--- src/rtl/pet_pkg.sv ---
// Shared widths and limits for the trial-division prime enumerator.
// No dependencies; imported by prime_enumerator_trial_division_core.
package pet_pkg;

	// Width of the bound, the candidates and the primes.
	localparam int unsigned VAL_W = 9;

	// Width of a trial divisor: d*d <= 311 keeps d at 17, and the loop ends at 18.
	localparam int unsigned DIV_W = 5;

	// Bit counter for one serial division, counting 0 .. VAL_W-1.
	localparam int unsigned CNT_W = 4;

	// Largest bound honored; larger requests saturate to it.
	localparam logic [VAL_W-1:0] BOUND_CAP = 9'd311;

	// First candidate and first divisor.
	localparam logic [VAL_W-1:0] FIRST_CAND = 9'd2;
	localparam logic [DIV_W-1:0] FIRST_DIV  = 5'd2;

endpackage

--- src/rtl/prime_enumerator_trial_division_core.sv ---
// Top level of the trial-division prime enumerator.
// Depends on pet_pkg for widths and the bound cap.
//
// A request (start high while busy is low) carries an upper bound; the core then
// reports every prime from 2 up to that bound, in ascending order, one per valid
// strobe, with is_last set on the final one. Bounds above 311 are treated as 311,
// and a bound below 2 ends the request with no results. The receiver cannot stall:
// each result is shown for exactly one cycle. The core handles one request at a
// time and holds busy high until its last result has been issued. Each trial
// division is a bit-serial restoring remainder, led by a check of the divisor
// square. Each candidate also passes through a bound check and an increment step,
// and each prime through one more square check, the one that finds no divisor.
module prime_enumerator_trial_division_core (
	input  logic                      clk,
	input  logic                      arst_n,
	input  logic                      start,
	output logic                      busy,
	input  logic [pet_pkg::VAL_W-1:0] upper_bound,
	output logic                      valid,
	output logic [pet_pkg::VAL_W-1:0] prime_value,
	output logic                      is_last
);
	import pet_pkg::*;

	// Sequencer state codes.
	localparam logic [2:0] ST_IDLE = 3'd0;
	localparam logic [2:0] ST_CAND = 3'd1;
	localparam logic [2:0] ST_TEST = 3'd2;
	localparam logic [2:0] ST_DIV  = 3'd3;
	localparam logic [2:0] ST_NEXT = 3'd4;

	localparam logic [CNT_W-1:0] LAST_BIT = CNT_W'(VAL_W - 1);

	logic [2:0]       state_q;
	logic [VAL_W-1:0] bound_q;
	logic [VAL_W-1:0] cand_q;
	logic [DIV_W-1:0] div_q;
	logic [VAL_W-1:0] sh_q;
	logic [DIV_W-1:0] rem_q;
	logic [CNT_W-1:0] cnt_q;
	logic [VAL_W-1:0] pend_q;
	logic             pend_valid_q;
	logic             valid_q;
	logic [VAL_W-1:0] prime_q;
	logic             last_q;

	logic [2*DIV_W-1:0] div_sq;
	logic               div_past;
	logic [DIV_W:0]     rem_shift;
	logic               rem_ge;
	logic [DIV_W:0]     rem_next;
	logic [VAL_W-1:0]   bound_sat;

	// Saturate the requested bound to the cap.
	assign bound_sat = (upper_bound > BOUND_CAP) ? BOUND_CAP : upper_bound;

	// The divisor loop stops once d*d exceeds the candidate.
	assign div_sq   = {{DIV_W{1'b0}}, div_q} * {{DIV_W{1'b0}}, div_q};
	assign div_past = div_sq > {{(2*DIV_W-VAL_W){1'b0}}, cand_q};

	// One restoring step: bring in the next dividend bit and subtract if it fits.
	assign rem_shift = {rem_q, sh_q[VAL_W-1]};
	assign rem_ge    = rem_shift >= {1'b0, div_q};
	assign rem_next  = rem_ge ? (rem_shift - {1'b0, div_q}) : rem_shift;

	assign busy        = state_q != ST_IDLE;
	assign valid       = valid_q;
	assign prime_value = prime_q;
	assign is_last     = last_q;

	// Control state: sequencer, pending prime and result strobe.
	always_ff @(posedge clk or negedge arst_n) begin
		if (!arst_n) begin
			state_q      <= ST_IDLE;
			pend_valid_q <= 1'b0;
			valid_q      <= 1'b0;
		end else begin
			valid_q <= 1'b0;
			case (state_q)
				ST_IDLE: begin
					if (start) begin
						pend_valid_q <= 1'b0;
						state_q      <= ST_CAND;
					end
				end
				ST_CAND: begin
					if (cand_q > bound_q) begin
						// Run is over: the prime held back is the last one.
						valid_q <= pend_valid_q;
						state_q <= ST_IDLE;
					end else begin
						state_q <= ST_TEST;
					end
				end
				ST_TEST: begin
					if (div_past) begin
						// No divisor found: issue the previous prime, hold this one.
						valid_q      <= pend_valid_q;
						pend_valid_q <= 1'b1;
						state_q      <= ST_NEXT;
					end else begin
						state_q <= ST_DIV;
					end
				end
				ST_DIV: begin
					if (cnt_q == LAST_BIT) begin
						state_q <= (rem_next == '0) ? ST_NEXT : ST_TEST;
					end
				end
				ST_NEXT: begin
					state_q <= ST_CAND;
				end
				default: begin
					state_q <= ST_IDLE;
				end
			endcase
		end
	end

	// Datapath registers: candidate, divisor, serial remainder and results.
	always_ff @(posedge clk) begin
		case (state_q)
			ST_IDLE: begin
				bound_q <= bound_sat;
				cand_q  <= FIRST_CAND;
			end
			ST_CAND: begin
				div_q   <= FIRST_DIV;
				prime_q <= pend_q;
				last_q  <= 1'b1;
			end
			ST_TEST: begin
				sh_q  <= cand_q;
				rem_q <= '0;
				cnt_q <= '0;
				if (div_past) begin
					prime_q <= pend_q;
					last_q  <= 1'b0;
					pend_q  <= cand_q;
				end
			end
			ST_DIV: begin
				sh_q  <= {sh_q[VAL_W-2:0], 1'b0};
				rem_q <= rem_next[DIV_W-1:0];
				cnt_q <= cnt_q + 1'b1;
				if (cnt_q == LAST_BIT) begin
					div_q <= div_q + 1'b1;
				end
			end
			ST_NEXT: begin
				cand_q <= cand_q + 1'b1;
			end
			default: begin
				cand_q <= cand_q;
			end
		endcase
	end

	// A reported prime lies within the range of the capped bound.
	assert property (@(posedge clk) disable iff (!arst_n)
		valid |-> (prime_value >= FIRST_CAND) && (prime_value <= BOUND_CAP))
		else $error("prime out of range");

	// An earlier prime of a run is always followed by more work.
	assert property (@(posedge clk) disable iff (!arst_n)
		valid && !is_last |-> busy)
		else $error("non-final prime while idle");

	// The final prime comes out as the core goes idle.
	assert property (@(posedge clk) disable iff (!arst_n)
		valid && is_last |-> !busy)
		else $error("final prime while still busy");

	// An accepted request makes the core busy.
	assert property (@(posedge clk) disable iff (!arst_n)
		start && !busy |=> busy)
		else $error("request not taken");

endmodule
--- config.mk ---
export PLATFORM = sky130hd
export DESIGN_NAME = prime_enumerator_trial_division_core
export DESIGN_NICKNAME = d
export VERILOG_FILES = /design/src/rtl/pet_pkg.sv /design/src/rtl/prime_enumerator_trial_division_core.sv
export SDC_FILE = /design/constraint.sdc
export NUM_CORES = 1
export LEC_CHECK = 0
export BUFFER_PORTS_ARGS = -buffer_cell sky130_fd_sc_hd__buf_2
export CAP_MARGIN = 40
export CORE_UTILIZATION = 60
export CTS_BUF_LIST = sky130_fd_sc_hd__clkbuf_2
export CTS_CLUSTER_DIAMETER = 30
export CTS_CLUSTER_SIZE = 12
export DETAILED_ROUTE_END_ITERATION = 8
export PLACE_DENSITY = 0.8
export RECOVER_POWER = 50
export SYNTH_ARGS = -nofsm -noshare
export SYNTH_HDL_FRONTEND = slang
export SYNTH_SLANG_ARGS = --single-unit
--- constraint.sdc ---
create_clock -name clk -period 5.8 [get_ports clk]
set_input_delay 0.58 -clock clk [delete_from_list [all_inputs] [get_ports clk]]
set_output_delay 0.58 -clock clk [all_outputs]
set_load 0.01 [all_outputs]
==> results.cfg <==
[synthesis]
async_reset_ff_share_pct = 7.69
yosys-top-cells-area = edfxtp_1 48%, ha_1 12%, nor2_1 4.6%
synth_top_area_share_pct = 47.7
synth_edf_count = 60
yosysWarnings = 0
syn-num-nets = 398
yosys_register_bits = 65
syn_inst = 346
synth-main-ff-cell = edfxtp_1
synth_seq_area_share_pct = 51.1
syn_area_um2 = 3770
ys_types = 51
synth_area_leader_cell = edfxtp_1
avgSynthCellArea_um2 = 10.9

[timing]
fmax_ghz = 0.184
clock_skew_ns = 0.0354
min_period_ns = 5.43
fin_crit_sh_pct = 93.6
final_max_slew_viol_count = 0
hold_viol = 0
slew_headroom_pct = 31.4
worst_slack_ns = 0.374
rsz0062_at_grt = no
tightest_slew_ns = 1.03
finalSetupTns_ns = 0
setup_violations = 0

[die]
rows = 28
pin_count = 24
floorplan.initialDensity_pct = 63.0
dieArea_um2 = 6610
core-area_um2 = 5990
die_w_um = 81.3
die_h_um = 81.3

[cts]
path_clk_slew_ns = 0.21
clk_root_buffer_cell = clkbuf_2
cts_resized = 0
cts_buffers = 9
clock_sinks = 65
cts_tree = done
htree_levels = 3
max-clock-path-buffers = 2
clk_latency_ns = 0.51

[worst_setup_path]
endpoint_kind = flip-flop
slowest_stage = a21oi_1
cp_max_fo = 10
path_cells = nand2_1, fa_1, fa_1, inv_1, ha_1, a31o_2, ha_1, a21oi_1, o21ai_0, a21oi_1, xnor2_1, ha_1, o21ai_0, nor2_1, o22a_1, a2bb2oi_1, or3_1, a21oi_1
critPathKind = flip-flop to flip-flop
slowest_delay_ns = 0.72
required_ns = 5.97
cp.arrival_ns = 5.59
critPathLaunchType = flip-flop

[place]
io_buffers = 23
globalplace.congestion = 0.838
dp_hpwl_um = 5280
postPlaceCellArea_um2 = 3970
post-place-ws_ns = 0.379

[worst_hold_path]
hold_class = input pin to flip-flop

[pwr]
peakVddDrop_mv = 0.304
power.leakage_nw = 1.71
power_density_nw_per_um2 = 631

[layout]
finalInstanceArea_um2 = 4070
area_growth_pct = 7.76
final_nets = 429
layout-drive-gt1-share_pct = 11.5
n_antenna_cell = 0
nFillCells = 474

[route]
wirelength_um = 7020
drc_errors = 0
viasPerCell = 5.82
wl_per_cell_um = 15.4
first_iter_violations = 111
num_vias = 2662
ant_nets = 0
drtPass1Iterations = 5

[outcome]
status = complete, no violations

[global_routing]
antenna_found_initial = 0
gr-total-overflow = 0
gr-usage-all-layers_pct = 23.4
grt_max_degree = 19
grt_pass1_vias = 2501
grt_first_pass_wirelength_um = 11400

[job]
maxCapViolCount = 0
path summary, 6_finish.rpt:
check / startpoint / to / slack (ns) / depth (start not counted)
max: div_q[1] / prime_value[8] / 0.37 / 18
min: upper_bound[1] / bound_q[1] / 0.30 / 2
max reg2reg: div_q[1] / prime_value[8] / 0.37 / 18
min reg2reg: pend_q[0] / prime_value[0] / 0.44 / 0
max in group asynchronous: arst_n / valid / 5.18 / 2
min in group asynchronous: arst_n / pend_valid_q / 0.41 / 2
synth_stat cells, types with 2 or more instances:
cell type	number
nor2_1	46
and3_1	2
nand4_1	6
nand3_1	8
o21ai_0	13
ha_1	37
a21o_1	3
xnor2_1	14
edfxtp_1	60
nand2b_1	7
nand2_1	28
fa_1	3
xor2_1	6
inv_1	37
nor3_1	7
dfrtp_1	5
a211oi_1	2
o21a_1	4
nor2b_1	5
or2_2	2
mux2i_1	2
clkbuf_1	6
a21oi_1	13
o31ai_1	2
o22a_1	2
area by class of cell:
type / count / area, um^2 / area share [%]
clock inverters: 6 / 51.3 / 1.26
flip-flops and latches: 65 / 1930 / 47.4
multi-input cells: 237 / 1670 / 41.2
repair buffers: 27 / 131 / 3.23
clock buffers: 10 / 50.0 / 1.23
inverters: 37 / 139 / 3.42
well taps: 75 / 93.8 / 2.31
per-stage QoR:
stage,utilization (%),instances,power (mW),hold WS [ns]
2_1_floorplan,-,346,1.98,0.284
3_3_place_gp,66.2,439,2.25,0.399
3_5_place_dp,66.3,440,2.32,0.401
4_1_cts,68.1,457,2.56,0.245
5_1_grt,67.9,457,2.77,0.273
6_report,67.9,457,2.57,0.303
critical path, delay by kind of cell (launching register included):
family	cells	cell delay [ns]
AO/OA/AOI/OAI	8	1.87
XOR/XNOR	1	0.08
adder cells (fa/ha/maj)	5	1.88
buffers and inverters	1	0.04
flip-flops	1	0.55
AND/OR/NAND/NOR	3	0.69
cells by family (layout without fill, tap and decap cells):
kind of cell               count (synthesis)  after routing  share of synthesized area, %
and+or+nand+nor                          118            118                          14.4
xor gates and xnor gates                  20             20                          4.64
muxes                                      2              2                         0.531
buffers and inverters                     44             80                          4.58
DFF                                       65             65                          51.1
adders and majority gates                 40             40                          13.9
AOI/OAI and AO/OA                         57             57                          10.9
report_power, final:
group	leakage (nW)	total [mW]	switching, mW	internal, mW
logic	1.02	1.38	0.831	0.550
clock network	0.0631	0.245	0.181	0.0634
registers	0.632	0.940	0.133	0.807
total	1.71	2.57	1.14	1.42
what timing repair did:
item | CTS | global route
hold endpoints to repair | 5 | 0
hold buffers | 1 | 0
setup buffers | 0 | 0
layout by cell type (no fill, tap or decap), types with 2 or more instances in the layout:
| cell | synthesis | routed |
|---|---|---|
| edfxtp_1 | 60 | 60 |
| nor2_1 | 46 | 46 |
| inv_1 | 37 | 37 |
| ha_1 | 37 | 37 |
| nand2_1 | 28 | 28 |
| buf_2 | 0 | 19 |
| xnor2_1 | 14 | 14 |
| a21oi_1 | 13 | 13 |
| o21ai_0 | 13 | 13 |
| clkbuf_2 | 0 | 10 |
| nand3_1 | 8 | 8 |
| nand2b_1 | 7 | 7 |
| nor3_1 | 7 | 7 |
| clkbuf_1 | 6 | 7 |
| xor2_1 | 6 | 6 |
| nand4_1 | 6 | 6 |
| nor2b_1 | 5 | 5 |
| dfrtp_1 | 5 | 5 |
| o21a_1 | 4 | 4 |
| a21o_1 | 3 | 3 |
| fa_1 | 3 | 3 |
| clkinv_4 | 0 | 3 |
| mux2i_1 | 2 | 2 |
| or2_2 | 2 | 2 |
| o22a_1 | 2 | 2 |
| a211oi_1 | 2 | 2 |
| o31ai_1 | 2 | 2 |
| and3_1 | 2 | 2 |
| inv_6 | 0 | 2 |
registers in the layout, indices dropped and copies added, names as in the netlist:
| register | flops |
|---|---|
| bound_q | 9 |
| cand_q | 9 |
| prime_value | 9 |
| div_q | 5 |
| pend_valid_q | 1 |
| pend_q | 9 |
| rem_q | 5 |
| state_q | 3 |
| valid | 1 |
| cnt_q | 4 |
| is_last | 1 |
| sh_q | 9 |
layer usage:
metal  GRT usage [%]  share of wire [%]
met3            5.39                6.0
met4            11.4                2.1
met1            30.4                 45
met5               0                  0
met2            36.9                 47
Note: power is estimated with default switching activity, not from simulation.
